[config.mk]
export PLATFORM = sky130hd
export DESIGN_NAME = half_duplex_line_bid_fsm_flat
export DESIGN_NICKNAME = d
export VERILOG_FILES = /design/src/hw/rtl/hdlb_pkg.sv /design/src/hw/rtl/hdlb_if.sv /design/src/hw/rtl/half_duplex_line_bid_fsm.sv /design/src/hw/rtl/hdlb_step.sv /design/src/flat_wrapper.sv
export SDC_FILE = /design/constraint.sdc
export NUM_CORES = 1
export LEC_CHECK = 0
export BUFFER_PORTS_ARGS = -buffer_cell sky130_fd_sc_hd__buf_2
export CAP_MARGIN = 10
export CELL_PAD_IN_SITES_DETAIL_PLACEMENT = 1
export CELL_PAD_IN_SITES_GLOBAL_PLACEMENT = 2
export CORE_MARGIN = 5
export CORE_UTILIZATION = 41
export DETAILED_ROUTE_END_ITERATION = 8
export PLACE_DENSITY = 0.82
export REMOVE_ABC_BUFFERS = 1
export SLEW_MARGIN = 0
export SYNTH_ARGS = -nofsm -noshare
export SYNTH_HDL_FRONTEND = slang
export SYNTH_SLANG_ARGS = --single-unit
[constraint.sdc]
create_clock -name clk -period 5.2 [get_ports clk]
set_input_delay 1.3 -clock clk [delete_from_list [all_inputs] [get_ports clk]]
set_output_delay 1.3 -clock clk [all_outputs]
set_load 0.005 [all_outputs]
[src/hw/rtl/hdlb_pkg.sv]
// ----------------------------------------------------------------------------
// hdlb_pkg
// Shared types, codes and constants of the half-duplex line bidding controller.
// ----------------------------------------------------------------------------
`default_nettype none

package hdlb_pkg;

	// Width of the saturating wait timer.
	localparam int TIMER_W = 16;
	// Width of the timeout registers.
	localparam int TOUT_W = 16;
	// Width at which the timer is compared against a timeout.
	localparam int CMP_W = (TIMER_W > TOUT_W) ? TIMER_W : TOUT_W;
	localparam logic [TIMER_W-1:0] TIMER_MAX = {TIMER_W{1'b1}};

	localparam int CFG_IDX_W = 3;
	localparam int CFG_DATA_W = 16;

	// Link states.
	localparam logic [2:0] ST_IDLE      = 3'd0;
	localparam logic [2:0] ST_BID       = 3'd1;
	localparam logic [2:0] ST_SEND      = 3'd2;
	localparam logic [2:0] ST_CONFIRM   = 3'd3;
	localparam logic [2:0] ST_LINKRESET = 3'd4;
	localparam logic [2:0] ST_RECEIVE   = 3'd5;

	// Event kinds.
	localparam logic [1:0] EV_TICK  = 2'd0;
	localparam logic [1:0] EV_FRAME = 2'd1;
	localparam logic [1:0] EV_RVI   = 2'd2;

	// Received frame kinds.
	localparam logic [2:0] FR_ENQ  = 3'd0;
	localparam logic [2:0] FR_ACK  = 3'd1;
	localparam logic [2:0] FR_EOT  = 3'd2;
	localparam logic [2:0] FR_DATA = 3'd3;
	localparam logic [2:0] FR_RVI  = 3'd4;

	// Upload queue head kinds.
	localparam logic [1:0] UP_EMPTY = 2'd0;
	localparam logic [1:0] UP_DATA  = 2'd1;
	localparam logic [1:0] UP_EOT   = 2'd2;

	// Frames to transmit.
	localparam logic [2:0] TX_NONE = 3'd0;
	localparam logic [2:0] TX_ENQ  = 3'd1;
	localparam logic [2:0] TX_ACK  = 3'd2;
	localparam logic [2:0] TX_EOT  = 3'd3;
	localparam logic [2:0] TX_DATA = 3'd4;

	// Reported events.
	localparam logic [1:0] EC_NONE    = 2'd0;
	localparam logic [1:0] EC_SENT    = 2'd1;
	localparam logic [1:0] EC_CORRUPT = 2'd2;
	localparam logic [1:0] EC_RECV    = 2'd3;

	// Configuration register indexes.
	localparam logic [CFG_IDX_W-1:0] REG_TIMEOUT    = 3'd0;
	localparam logic [CFG_IDX_W-1:0] REG_RX_TIMEOUT = 3'd1;
	localparam logic [CFG_IDX_W-1:0] REG_MAX_FRAMES = 3'd2;
	localparam logic [CFG_IDX_W-1:0] REG_MAX_RETRY  = 3'd3;
	localparam logic [CFG_IDX_W-1:0] REG_MAX_FAIL   = 3'd4;

	// Frame count saturation value.
	localparam logic [3:0] FRAME_CNT_MAX = 4'd15;
	localparam logic [1:0] FAIL_CNT_MAX = 2'd3;

	typedef struct packed {
		logic [TOUT_W-1:0] timeout_ticks;
		logic [TOUT_W-1:0] rx_timeout_ticks;
		logic [3:0]        max_frames_per_turn;
		logic [1:0]        max_retries;
		logic [1:0]        max_failures;
	} cfg_t;

	typedef struct packed {
		logic [2:0]         link_state;
		logic [TIMER_W-1:0] wait_timer;
		logic [3:0]         frame_count;
		logic [1:0]         retry_count;
		logic [1:0]         fail_count;
		logic               enq_pending;
	} link_t;

	typedef struct packed {
		logic [1:0] event_kind;
		logic [2:0] frame_kind;
		logic       crc_ok;
		logic [1:0] upload_kind;
	} item_t;

	typedef struct packed {
		logic [2:0] send_kind;
		logic       pop_upload;
		logic       consume_rx;
		logic       deliver_data;
		logic [1:0] event_code;
		logic [2:0] state_now;
	} result_t;

endpackage

`default_nettype wire

[src/hw/rtl/hdlb_if.sv]
// ----------------------------------------------------------------------------
// hdlb_if
// Valid/ready channels of the line bidding controller: events, actions and
// configuration writes.
// ----------------------------------------------------------------------------
`default_nettype none

// Event channel: one input item per handshake.
interface hdlb_item_if;
	logic       valid;
	logic       ready;
	logic [1:0] event_kind;
	logic [2:0] frame_kind;
	logic       crc_ok;
	logic [1:0] upload_kind;

	modport source (output valid, output event_kind, output frame_kind, output crc_ok,
		output upload_kind, input ready);
	modport sink (input valid, input event_kind, input frame_kind, input crc_ok,
		input upload_kind, output ready);
endinterface

// Action channel: one result item per handshake.
interface hdlb_result_if;
	logic       valid;
	logic       ready;
	logic [2:0] send_kind;
	logic       pop_upload;
	logic       consume_rx;
	logic       deliver_data;
	logic [1:0] event_code;
	logic [2:0] state_now;

	modport source (output valid, output send_kind, output pop_upload, output consume_rx,
		output deliver_data, output event_code, output state_now, input ready);
	modport sink (input valid, input send_kind, input pop_upload, input consume_rx,
		input deliver_data, input event_code, input state_now, output ready);
endinterface

// Configuration write channel.
interface hdlb_cfg_if;
	import hdlb_pkg::*;
	logic                  valid;
	logic                  ready;
	logic [CFG_IDX_W-1:0]  index;
	logic [CFG_DATA_W-1:0] data;

	modport source (output valid, output index, output data, input ready);
	modport sink (input valid, input index, input data, output ready);
endinterface

`default_nettype wire

[src/hw/rtl/half_duplex_line_bid_fsm.sv]
// ----------------------------------------------------------------------------
// half_duplex_line_bid_fsm
// Half-duplex link controller with ENQ/ACK/EOT line bidding and reverse
// interrupt. Each event yields exactly one action item.
// ----------------------------------------------------------------------------
//  Channel   Dir  Handshake    Payload
//  events    in   valid/ready  event_kind, frame_kind, crc_ok, upload_kind
//  actions   out  valid/ready  send_kind, pop_upload, consume_rx, deliver_data,
//                              event_code, state_now
//  cfg       in   valid/ready  index, data (always ready)
//
// An event is registered on acceptance and its action is registered when it leaves
// the input register, which waits while the action register is full and stalled.
// The controller takes one event per cycle while actions are not stalled; the link
// state update sits between the input register and the action register.
// A stalled action register holds the event in the input register and drops
// events ready only when both registers are full and the action is stalled.
// Reset clears the link state and loads the default register values.
// ----------------------------------------------------------------------------
`default_nettype none

module half_duplex_line_bid_fsm (
	input  wire             clk,
	input  wire             arst_n,
	hdlb_item_if.sink       events,
	hdlb_result_if.source   actions,
	hdlb_cfg_if.sink        cfg
);
	import hdlb_pkg::*;

	cfg_t    cfg_q;
	link_t   link_q;
	link_t   link_nxt;
	item_t   item_s1;
	logic    vld_s1;
	result_t res_nxt;
	result_t res_q;
	logic    res_vld_q;
	logic    adv;

	// The input stage moves on when the action register is empty or drains.
	assign adv = vld_s1 && (!res_vld_q || actions.ready);
	assign events.ready = !vld_s1 || adv;
	assign cfg.ready = 1'b1;

	// Configuration registers.
	always_ff @(posedge clk or negedge arst_n) begin
		if (!arst_n) begin
			cfg_q.timeout_ticks       <= TOUT_W'(100);
			cfg_q.rx_timeout_ticks    <= TOUT_W'(300);
			cfg_q.max_frames_per_turn <= 4'd10;
			cfg_q.max_retries         <= 2'd3;
			cfg_q.max_failures        <= 2'd3;
		end else if (cfg.valid) begin
			case (cfg.index)
				REG_TIMEOUT:    cfg_q.timeout_ticks       <= cfg.data[TOUT_W-1:0];
				REG_RX_TIMEOUT: cfg_q.rx_timeout_ticks    <= cfg.data[TOUT_W-1:0];
				REG_MAX_FRAMES: cfg_q.max_frames_per_turn <= cfg.data[3:0];
				REG_MAX_RETRY:  cfg_q.max_retries         <= cfg.data[1:0];
				REG_MAX_FAIL:   cfg_q.max_failures        <= cfg.data[1:0];
				default: ;
			endcase
		end
	end

	// Input register: valid flag.
	always_ff @(posedge clk or negedge arst_n) begin
		if (!arst_n) begin
			vld_s1 <= 1'b0;
		end else if (events.ready) begin
			vld_s1 <= events.valid;
		end
	end

	// Input register: payload.
	always_ff @(posedge clk) begin
		if (events.valid && events.ready) begin
			item_s1.event_kind  <= events.event_kind;
			item_s1.frame_kind  <= events.frame_kind;
			item_s1.crc_ok      <= events.crc_ok;
			item_s1.upload_kind <= events.upload_kind;
		end
	end

	// Transition logic for the registered event.
	hdlb_step u_step (
		.cfg_regs (cfg_q),
		.cur      (link_q),
		.item     (item_s1),
		.nxt      (link_nxt),
		.res      (res_nxt)
	);

	// Link state registers.
	always_ff @(posedge clk or negedge arst_n) begin
		if (!arst_n) begin
			link_q <= '0;
		end else if (adv) begin
			link_q <= link_nxt;
		end
	end

	// Action register: valid flag.
	always_ff @(posedge clk or negedge arst_n) begin
		if (!arst_n) begin
			res_vld_q <= 1'b0;
		end else if (adv) begin
			res_vld_q <= 1'b1;
		end else if (actions.ready) begin
			res_vld_q <= 1'b0;
		end
	end

	// Action register: payload.
	always_ff @(posedge clk) begin
		if (adv) begin
			res_q <= res_nxt;
		end
	end

	assign actions.valid        = res_vld_q;
	assign actions.send_kind    = res_q.send_kind;
	assign actions.pop_upload   = res_q.pop_upload;
	assign actions.consume_rx   = res_q.consume_rx;
	assign actions.deliver_data = res_q.deliver_data;
	assign actions.event_code   = res_q.event_code;
	assign actions.state_now    = res_q.state_now;

	// The link state never leaves the six defined states.
	a_state_legal: assert property (@(posedge clk) disable iff (!arst_n)
		link_q.link_state <= ST_RECEIVE)
		else $error("link state outside the defined set");

	// Every event that leaves the input register lands in the action register.
	a_adv_result: assert property (@(posedge clk) disable iff (!arst_n)
		adv |=> res_vld_q)
		else $error("advanced event produced no action");

	// Delivered data is always acknowledged to the peer.
	a_deliver_ack: assert property (@(posedge clk) disable iff (!arst_n)
		(res_vld_q && res_q.deliver_data) |-> (res_q.send_kind == TX_ACK))
		else $error("data delivered without ACK");

	// A pending ENQ is only recorded on the way back to idle.
	a_enq_idle: assert property (@(posedge clk) disable iff (!arst_n)
		$rose(link_q.enq_pending) |-> (link_q.link_state == ST_IDLE))
		else $error("pending ENQ recorded outside idle");

	// A popped upload entry was either confirmed or was the EOT marker.
	a_pop_reason: assert property (@(posedge clk) disable iff (!arst_n)
		(res_vld_q && res_q.pop_upload)
			|-> (res_q.event_code == EC_SENT || res_q.send_kind == TX_EOT))
		else $error("upload entry popped without cause");

endmodule

`default_nettype wire

[src/hw/rtl/hdlb_step.sv]
// ----------------------------------------------------------------------------
// hdlb_step
// Next-state and action logic of the link controller for one event.
// ----------------------------------------------------------------------------
`default_nettype none

module hdlb_step (
	input  hdlb_pkg::cfg_t    cfg_regs,
	input  hdlb_pkg::link_t   cur,
	input  hdlb_pkg::item_t   item,
	output hdlb_pkg::link_t   nxt,
	output hdlb_pkg::result_t res
);
	import hdlb_pkg::*;

	logic               tick;
	logic               frame;
	logic               rvi;
	logic [TIMER_W-1:0] timer_inc;
	logic               exp_tx;
	logic               exp_rx;
	logic [3:0]         frame_inc;
	logic [1:0]         fail_inc;

	// Event decode and the shared counter arithmetic.
	always_comb begin
		tick  = (item.event_kind == EV_TICK);
		frame = (item.event_kind == EV_FRAME);
		rvi   = (item.event_kind == EV_RVI);
		timer_inc = (cur.wait_timer == TIMER_MAX) ? cur.wait_timer
			: cur.wait_timer + TIMER_W'(1);
		exp_tx = CMP_W'(timer_inc) >= CMP_W'(cfg_regs.timeout_ticks);
		exp_rx = CMP_W'(timer_inc) >= CMP_W'(cfg_regs.rx_timeout_ticks);
		frame_inc = (cur.frame_count == FRAME_CNT_MAX) ? cur.frame_count
			: cur.frame_count + 4'd1;
		fail_inc = (cur.fail_count == FAIL_CNT_MAX) ? cur.fail_count
			: cur.fail_count + 2'd1;
	end

	// State transitions. Entering a state always clears the wait timer.
	always_comb begin
		nxt = cur;
		res = '0;
		case (cur.link_state)
			ST_IDLE: begin
				if (rvi) begin
					nxt.enq_pending = 1'b0;
					res.send_kind = TX_ENQ;
					nxt.link_state = ST_BID;
					nxt.wait_timer = '0;
				end else if (cur.enq_pending) begin
					// An ENQ seen during link reset is answered now.
					nxt.enq_pending = 1'b0;
					res.send_kind = TX_ACK;
					nxt.link_state = ST_RECEIVE;
					nxt.wait_timer = '0;
					nxt.frame_count = '0;
					nxt.fail_count = '0;
				end else if (frame) begin
					res.consume_rx = 1'b1;
					if (item.frame_kind == FR_ENQ) begin
						res.send_kind = TX_ACK;
						nxt.link_state = ST_RECEIVE;
						nxt.wait_timer = '0;
						nxt.frame_count = '0;
						nxt.fail_count = '0;
					end
				end else if (tick && (item.upload_kind == UP_DATA
						|| item.upload_kind == UP_EOT)) begin
					res.send_kind = TX_ENQ;
					nxt.link_state = ST_BID;
					nxt.wait_timer = '0;
				end
			end
			ST_BID: begin
				if (frame) begin
					res.consume_rx = 1'b1;
					if (item.frame_kind == FR_ACK) begin
						nxt.frame_count = '0;
						nxt.link_state = ST_SEND;
						nxt.wait_timer = '0;
					end
				end else if (tick) begin
					nxt.wait_timer = timer_inc;
					if (exp_tx) begin
						nxt.link_state = ST_LINKRESET;
						nxt.wait_timer = '0;
					end
				end
			end
			ST_SEND: begin
				if (frame) begin
					res.consume_rx = 1'b1;
					if (item.frame_kind == FR_RVI) begin
						res.send_kind = TX_EOT;
						nxt.link_state = ST_LINKRESET;
						nxt.wait_timer = '0;
					end
				end else if (tick) begin
					if (item.upload_kind == UP_EOT) begin
						res.send_kind = TX_EOT;
						res.pop_upload = 1'b1;
						nxt.link_state = ST_LINKRESET;
						nxt.wait_timer = '0;
					end else if (item.upload_kind == UP_DATA) begin
						res.send_kind = TX_DATA;
						nxt.retry_count = 2'd1;
						nxt.link_state = ST_CONFIRM;
						nxt.wait_timer = '0;
					end else begin
						nxt.wait_timer = timer_inc;
						if (exp_tx) begin
							res.send_kind = TX_EOT;
							nxt.link_state = ST_LINKRESET;
							nxt.wait_timer = '0;
						end
					end
				end
			end
			ST_CONFIRM: begin
				if (frame) begin
					res.consume_rx = 1'b1;
					if (item.frame_kind == FR_ACK) begin
						res.pop_upload = 1'b1;
						res.event_code = EC_SENT;
						nxt.frame_count = frame_inc;
						nxt.wait_timer = '0;
						if (frame_inc >= cfg_regs.max_frames_per_turn) begin
							res.send_kind = TX_EOT;
							nxt.link_state = ST_LINKRESET;
						end else begin
							nxt.link_state = ST_SEND;
						end
					end
				end else if (tick) begin
					nxt.wait_timer = timer_inc;
					if (exp_tx) begin
						nxt.wait_timer = '0;
						if (cur.retry_count < cfg_regs.max_retries) begin
							res.send_kind = TX_DATA;
							nxt.retry_count = cur.retry_count + 2'd1;
						end else begin
							res.send_kind = TX_EOT;
							nxt.link_state = ST_LINKRESET;
						end
					end
				end
			end
			ST_LINKRESET: begin
				if (frame) begin
					res.consume_rx = 1'b1;
					if (item.frame_kind == FR_ENQ) begin
						nxt.enq_pending = 1'b1;
					end
					nxt.link_state = ST_IDLE;
					nxt.wait_timer = '0;
				end else if (tick) begin
					nxt.wait_timer = timer_inc;
					if (exp_tx) begin
						nxt.link_state = ST_IDLE;
						nxt.wait_timer = '0;
					end
				end
			end
			ST_RECEIVE: begin
				if (rvi) begin
					res.send_kind = TX_ENQ;
					nxt.link_state = ST_BID;
					nxt.wait_timer = '0;
				end else if (frame) begin
					res.consume_rx = 1'b1;
					if (item.frame_kind == FR_EOT) begin
						nxt.link_state = ST_IDLE;
						nxt.wait_timer = '0;
					end else if (item.frame_kind == FR_DATA) begin
						nxt.wait_timer = '0;
						if (item.crc_ok) begin
							res.send_kind = TX_ACK;
							res.deliver_data = 1'b1;
							res.event_code = EC_RECV;
							nxt.fail_count = '0;
							nxt.frame_count = frame_inc;
							if (frame_inc >= cfg_regs.max_frames_per_turn) begin
								nxt.link_state = ST_IDLE;
							end
						end else begin
							res.event_code = EC_CORRUPT;
							nxt.fail_count = fail_inc;
							if (fail_inc >= cfg_regs.max_failures) begin
								nxt.link_state = ST_IDLE;
							end
						end
					end
				end else if (tick) begin
					nxt.wait_timer = timer_inc;
					if (exp_rx) begin
						nxt.link_state = ST_IDLE;
						nxt.wait_timer = '0;
					end
				end
			end
			default: begin
				nxt.link_state = ST_IDLE;
				nxt.wait_timer = '0;
			end
		endcase
		res.state_now = nxt.link_state;
	end

endmodule

`default_nettype wire
[src/flat_wrapper.sv]
// flat-port wrapper written by rule: the top's interface ports become plain ports
module half_duplex_line_bid_fsm_flat import hdlb_pkg::*;
  (clk, arst_n, events_valid, events_event_kind, events_frame_kind, events_crc_ok, events_upload_kind, events_ready, actions_valid, actions_send_kind, actions_pop_upload, actions_consume_rx, actions_deliver_data, actions_event_code, actions_state_now, actions_ready, cfg_valid, cfg_index, cfg_data, cfg_ready);
  hdlb_item_if events_i ();
  hdlb_result_if actions_i ();
  hdlb_cfg_if cfg_i ();
  input  wire clk;
  input  wire arst_n;
  input wire logic [$bits(events_i.valid)-1:0] events_valid;
  input wire logic [$bits(events_i.event_kind)-1:0] events_event_kind;
  input wire logic [$bits(events_i.frame_kind)-1:0] events_frame_kind;
  input wire logic [$bits(events_i.crc_ok)-1:0] events_crc_ok;
  input wire logic [$bits(events_i.upload_kind)-1:0] events_upload_kind;
  output wire logic [$bits(events_i.ready)-1:0] events_ready;
  output wire logic [$bits(actions_i.valid)-1:0] actions_valid;
  output wire logic [$bits(actions_i.send_kind)-1:0] actions_send_kind;
  output wire logic [$bits(actions_i.pop_upload)-1:0] actions_pop_upload;
  output wire logic [$bits(actions_i.consume_rx)-1:0] actions_consume_rx;
  output wire logic [$bits(actions_i.deliver_data)-1:0] actions_deliver_data;
  output wire logic [$bits(actions_i.event_code)-1:0] actions_event_code;
  output wire logic [$bits(actions_i.state_now)-1:0] actions_state_now;
  input wire logic [$bits(actions_i.ready)-1:0] actions_ready;
  input wire logic [$bits(cfg_i.valid)-1:0] cfg_valid;
  input wire logic [$bits(cfg_i.index)-1:0] cfg_index;
  input wire logic [$bits(cfg_i.data)-1:0] cfg_data;
  output wire logic [$bits(cfg_i.ready)-1:0] cfg_ready;
  assign events_i.valid = events_valid;
  assign events_i.event_kind = events_event_kind;
  assign events_i.frame_kind = events_frame_kind;
  assign events_i.crc_ok = events_crc_ok;
  assign events_i.upload_kind = events_upload_kind;
  assign events_ready = events_i.ready;
  assign actions_valid = actions_i.valid;
  assign actions_send_kind = actions_i.send_kind;
  assign actions_pop_upload = actions_i.pop_upload;
  assign actions_consume_rx = actions_i.consume_rx;
  assign actions_deliver_data = actions_i.deliver_data;
  assign actions_event_code = actions_i.event_code;
  assign actions_state_now = actions_i.state_now;
  assign actions_i.ready = actions_ready;
  assign cfg_i.valid = cfg_valid;
  assign cfg_i.index = cfg_index;
  assign cfg_i.data = cfg_data;
  assign cfg_ready = cfg_i.ready;
  half_duplex_line_bid_fsm u_core (.clk(clk), .arst_n(arst_n), .events(events_i), .actions(actions_i), .cfg(cfg_i));
endmodule
# [After elaboration in Yosys (flattened, before gate mapping)]
# Index checks and enable logic that the tools add are counted.
[word_totals] reg_bits=89 out_inout_bits=14
[op_classes] add_sub_neg=4 n_lt_le_gt_ge=5 eq_ne=53 mux=109 bitwise_logic=3 reduce_logical=29
[op_table] operator="$mux W19" count=22
[op_table] operator="$mux W23" count=5
[op_table] operator="$pmux W19 S6" count=1
[op_table] operator="$mux W2" count=28
[op_table] operator="$mux W3" count=18
[op_table] operator="$mux W4" count=12
[op_table] operator="$ne A2 B2 Y1 const B" count=19
[op_table] operator="$ge A16 B16 Y1" count=2
[op_table] operator="$ne A3 B3 Y1 const B" count=7
[op_table] operator="$eq A3 B2 Y1 const B" count=6
[op_table] operator="$add A16 B1 Y16 const B" count=1
[op_table] operator="$eq A16 B16 Y1 const B" count=1
[op_table] operator="$mux W16" count=1
[op_table] operator="$pmux W4 S4" count=1
[op_table] operator="$mux W1" count=14
[op_table] operator="$reduce_and A14 Y1" count=1
[op_table] operator="$eq A3 B3 Y1 const B" count=4
[op_table] operator="$pmux W2 S2" count=3
[op_table] operator="$pmux W3 S4" count=1
[op_table] operator="$reduce_and A12 Y1" count=1
[op_table] operator="$ne A5 B4 Y1 const B" count=2
[op_table] operator="$reduce_and A10 Y1" count=1
[op_table] operator="$reduce_and A2 Y1" count=5
[op_table] operator="$eq A3 B1 Y1 const B" count=3
[op_table] operator="other kinds (26)" count=44

# [Logic depth before layout (Yosys ltp)]
[depth] ltp_word=10 ltp_mapped=16 ltp_nobuf=14

# [By module]
# A second synthesis with hierarchy kept.
[unflattened] cells_unflattened=687 hier_area_um2=6463.7
[modules_own_cells] module="half_duplex_line_bid_fsm" n_inst=1 cells_each=178 area_per_inst_um2=3264.4 seq_area_each_um2=2338.5
[modules_own_cells] module="hdlb_step" n_inst=1 cells_each=509 area_per_inst_um2=3199.3 seq_area_each_um2=0.0

# [Worst setup path before layout]
# Ideal clock, no wire load.
[synth_timing] kind="register to register" from="register u_core.link_q[13] in the netlist's numbering" to="register u_core.link_q[3] in the netlist's numbering" setup_ns=0.119 t_arrival_ns=3.334 setup_slack_ns=1.747 path_stages_with_launch=16 path_buffers=1 synth_period_minus_slack_ns=3.453 path_cell_list="dfrtp_1 -> and4_1 -> and3_1 -> nand4_1 -> nor2_1 -> and3_1 -> mux2_1 -> ha_1 -> nand2_1 -> nor4_1 -> a221oi_1 -> o21ai_1 -> clkbuf_1 -> nand2_1 -> or3_1 -> o21a_1"
[synth_between] elab_chain_cells=5
[synth_lines] element="start, declared" line_no="half_duplex_line_bid_fsm.sv:32" rtl="link_t link_q;"
[synth_lines] element="start signal, assigned" line_no="half_duplex_line_bid_fsm.sv:99" rtl="link_q <= link_nxt;"
[synth_lines] element="$add A16 B1 Y16 or $eq A16 B16 Y1 (tied branches)" line_no="hdlb_step.sv:31, hdlb_step.sv:30"
[synth_lines] element="$mux W16 *" line_no="hdlb_step.sv:30" rtl="timer_inc = (cur.wait_timer == TIMER_MAX) ? cur.wait_timer"
[synth_lines] element="$ge A16 B16 Y1 *" line_no="hdlb_step.sv:32" rtl="exp_tx = CMP_W'(timer_inc) >= CMP_W'(cfg_regs.timeout_ticks);"
[synth_lines] element="$ne A2 B2 Y1 (no line) *"
[synth_lines] element="$reduce_and A10 Y1 (no line) *"
# Every way passes the cells marked *; elsewhere a longest branch is shown, timed or not.
# A chain may end at the register's enable or synchronous reset.

==> results.md <==
- Port bufs: 44
- Diode count: 0
- CP max-delay cell: nor4_1
- Clk pin slew, worst setup/hold paths: ~60 ps
- Final setup fails: 0
- Worst path max stage delay: 640 ps
- Critical Path RT: roughly 5300 ps
- Residual DRC: 0
- Final number of max-transition violations: 0
- Outcome: finished clean
- Initial Util: 41.6%
- First-pass DRT Iterations: 4
- Register cell area after layout: 0.00234 mm^2
- Synth top cells by count: 88 x nand2_1, 57 x dfrtp_1, 51 x o21ai_0
- Cell Rows: 42
- Sw Pwr: 595 uW
- Mapped Area: 0.00548 mm^2
- Top cells by area, synth: dfrtp_1 26%, ha_1 11%, edfxtp_1 10%
- Buf+Inv Stages, Crit Path: 0
- Clock Tree Root: clkbuf_16
- Pwr/cell area: 323 mW/mm^2
- CP Class: reg2reg
- Sequential share of the synthesized area: 42.7%
- Hold_buf cts: 0
- Area share of fa/ha/maj cells after synthesis: between 10% and 20%
- Tmin final: 4700 ps
- Clock power frac: 34.7%
- Average wire per standard cell: 18.3 um
- Post-Synth XOR/XNOR Area: 1.76%
- Post-CTS setup buffer count: 0
- Ys flop type: dfrtp_1
- Fin. Hold Viols: 0
- Async S/R FF share, synth: between 70 and 80%
- Flop pwr share: approximately 45%
- Final ANT Viol Nets: 0
- Max frequency: 0.213 GHz
- Skew final: ~9 ps
- Clock buffer depth: 2
- EDFF count, synth: 19
- Initial antenna violation count: 0
- Worst Path Arrival: about 4800 ps
- Gpl congestion: 0.847
- Logic pwr share: 20.5%
- Synthesized flop and latch total: 89
- Worst Hold Class: reg2reg
- Cell taking the most area after synthesis: dfrtp_1
- FILL cells: 1560
- Largest net degree at the start of global routing: 37
- Synthesis warning total: 0
- Largest family of logic cells by synthesized area: simple AND/OR/NAND/NOR gates
- CTS H-tree lvls: 3
- Peak supply drop: 144 uV
- MaxCap Viol Count: 0
- Die Width: 126 um
- Post-cts sizing count: 0
- Dominant cell by count in the synthesized netlist: nand2_1
- DR vias/cell: around 5.5
- Slew @ Worst Pin: 1110 ps
- Drt total wl: 14.8 mm
- Fin crit share: 90.3%
- Multi-input gate area: 0.00284 mm^2
- Vias in the first global route: 4889
- Worst Setup Start Kind: register
- Avg Synthesized Cell Area: 9.23 um^2
- Critical path fanouts, max: 6
- Final net count: between 700 and 800
- Crit-path leading delay family: simple AND/OR/NAND/NOR gates
- Setup TNS: 0 ps
- First-pass GRT wire length: 24.7 mm
- DPL Wire Length: 11.2 mm
- Via count: 4434
- Area share of the largest cell type after synthesis: a little over a quarter
- Lkg Pwr: 0.00277 uW
- Crit path cell chain: and4_1 -> and3_1 -> nand4_1 -> nor2_1 -> and3_1 -> mux2_1 -> ha_1 -> nand4_1 -> nor4_1 -> o31ai_1 -> a31oi_1 -> o31ai_1 -> a221oi_1 -> o31ai_1
- Layout cells sized above 1: between 10% and 20%
- # clock sinks: 89
- Sw frac: between 30% and 40%
- Overflow after GRT: 0
- Most used cell, CP: o31ai_1
- Gr usage total: approximately a fifth
- Die Y: 126 um
- Mux cell area share after synthesis: 2.62%
- P&R area growth vs syn: 11.9%
- CTS buffer count: 9
- Hold WS: 508 ps
- Mapped Cells: 594
- CTS tree: yes
- Int Power: 1380 uW
- 1st-iter DRT viols: ~240
- Relative slew slack: 25.8%
- Post-synthesis cell type count: 71
- RSZ-0062 raised after global routing: no
- Core Region: 0.0132 mm^2
- Setup crit end kind: register
- Synth Area in Simple Gates: 19.4%
- Die footprint: 0.0158 mm^2
- # IOs: 46
- Synth Area in Compound Gates: 17.1%
- Latest clock arrival within the worst-skew pair: 360 ps
[logic make-up (layout without fill, tap and decap cells)]
family	Yosys count	after routing
simple gates	208	208
compound gates	152	152
flops	89	89
buf+inv	73	112
fa+ha+maj	47	47
mux	13	13
xor+xnor	11	11
other cells	1	1
[flip-flops by register name (all words and copies together), names as in the netlist]
name	flops
u_core.actions.deliver_data	1
u_core.item_s1	8
u_core.actions.send_kind	3
u_core.actions.consume_rx	1
u_core.actions.state_now	3
u_core.cfg_q	40
u_core.actions.pop_upload	1
u_core.link_q	28
u_core.actions.valid	1
u_core.vld_s1	1
u_core.actions.event_code	2
[through the flow]
stage,area (um^2),util (%),instances,setup WS (ps),power [uW]
after CTS,6130,46.5,809,435,2010
after floorplan,5360,-,570,1470,1150
after global routing,6130,46.5,809,134,2100
after detailed placement,5830,44.2,793,472,1310
final,6130,46.5,809,505,1980
after global placement,5830,44.2,793,515,1280
[cells in the final DEF, fill, tap and decap left out, types with 12 or more instances in the layout]
cell type	synthesis	layout
ha_1	47	47
dfrtp_1	57	57
nor2b_1	12	12
a21oi_1	32	32
a31oi_1	14	14
buf_2	3	44
inv_1	49	49
nand2b_1	13	13
edfxtp_1	19	19
nand3_1	18	18
nor2_1	30	29
dfstp_2	13	13
o21ai_0	51	51
nand2_1	88	88
[worst register-to-register path: cells and delay by family (launching register included)]
family / cells / cell delay (ps)
compound gates: 5 / 1410
mux: 1 / 360
flops: 1 / 450
fa+ha+maj: 1 / 330
simple gates: 7 / 1870
[power groups by stage]
stage               combinational, uW  clock, uW  sequential, uW
floorplan                         271          0             881
global placement                  388          0             896
detailed placement                410          0             901
CTS                               415        703             888
global route                      469        732             900
finish                            406        686             887
[metal layers]
layer	global-route usage (%)	vias to the layer above	wire length, um
met2	35.1	58	7660
met5	0	-	0
met3	2.88	16	400
met4	7.27	0	317
li1	-	2167	-
met1	23.6	2193	6430
[final cells by class]
cell class / instances / share of cell area, %
Sequential cell: 89 / 38.1
Tap cell: 176 / 3.59
Clock buffer: 12 / 4.20
Timing Repair Buffer: 47 / 3.96
Clock inverter: 4 / 0.816
Inverter: 49 / 3.00
Multi-Input combinational cell: 432 / 46.3
[worst paths after layout]
path	startpoint	endpoint	slack [ps]	cells after the start
min in group asynchronous	arst_n	u_core.link_q[0]$_DFFE_PN0P_	1050	1
max reg2reg	u_core.link_q[14]$_DFFE_PN0P_	u_core.actions.state_now[2]$_DFFE_PP_	500	14
min	u_core.vld_s1$_DFFE_PN0N_	u_core.actions.valid$_DFFE_PN0P_	510	1
min reg2reg	u_core.vld_s1$_DFFE_PN0N_	u_core.actions.valid$_DFFE_PN0P_	510	1
max	u_core.link_q[14]$_DFFE_PN0P_	u_core.actions.state_now[2]$_DFFE_PP_	500	14
max in group asynchronous	arst_n	u_core.cfg_q[16]$_DFFE_PN1P_	3120	2
Power figures use the tool's default switching activity.
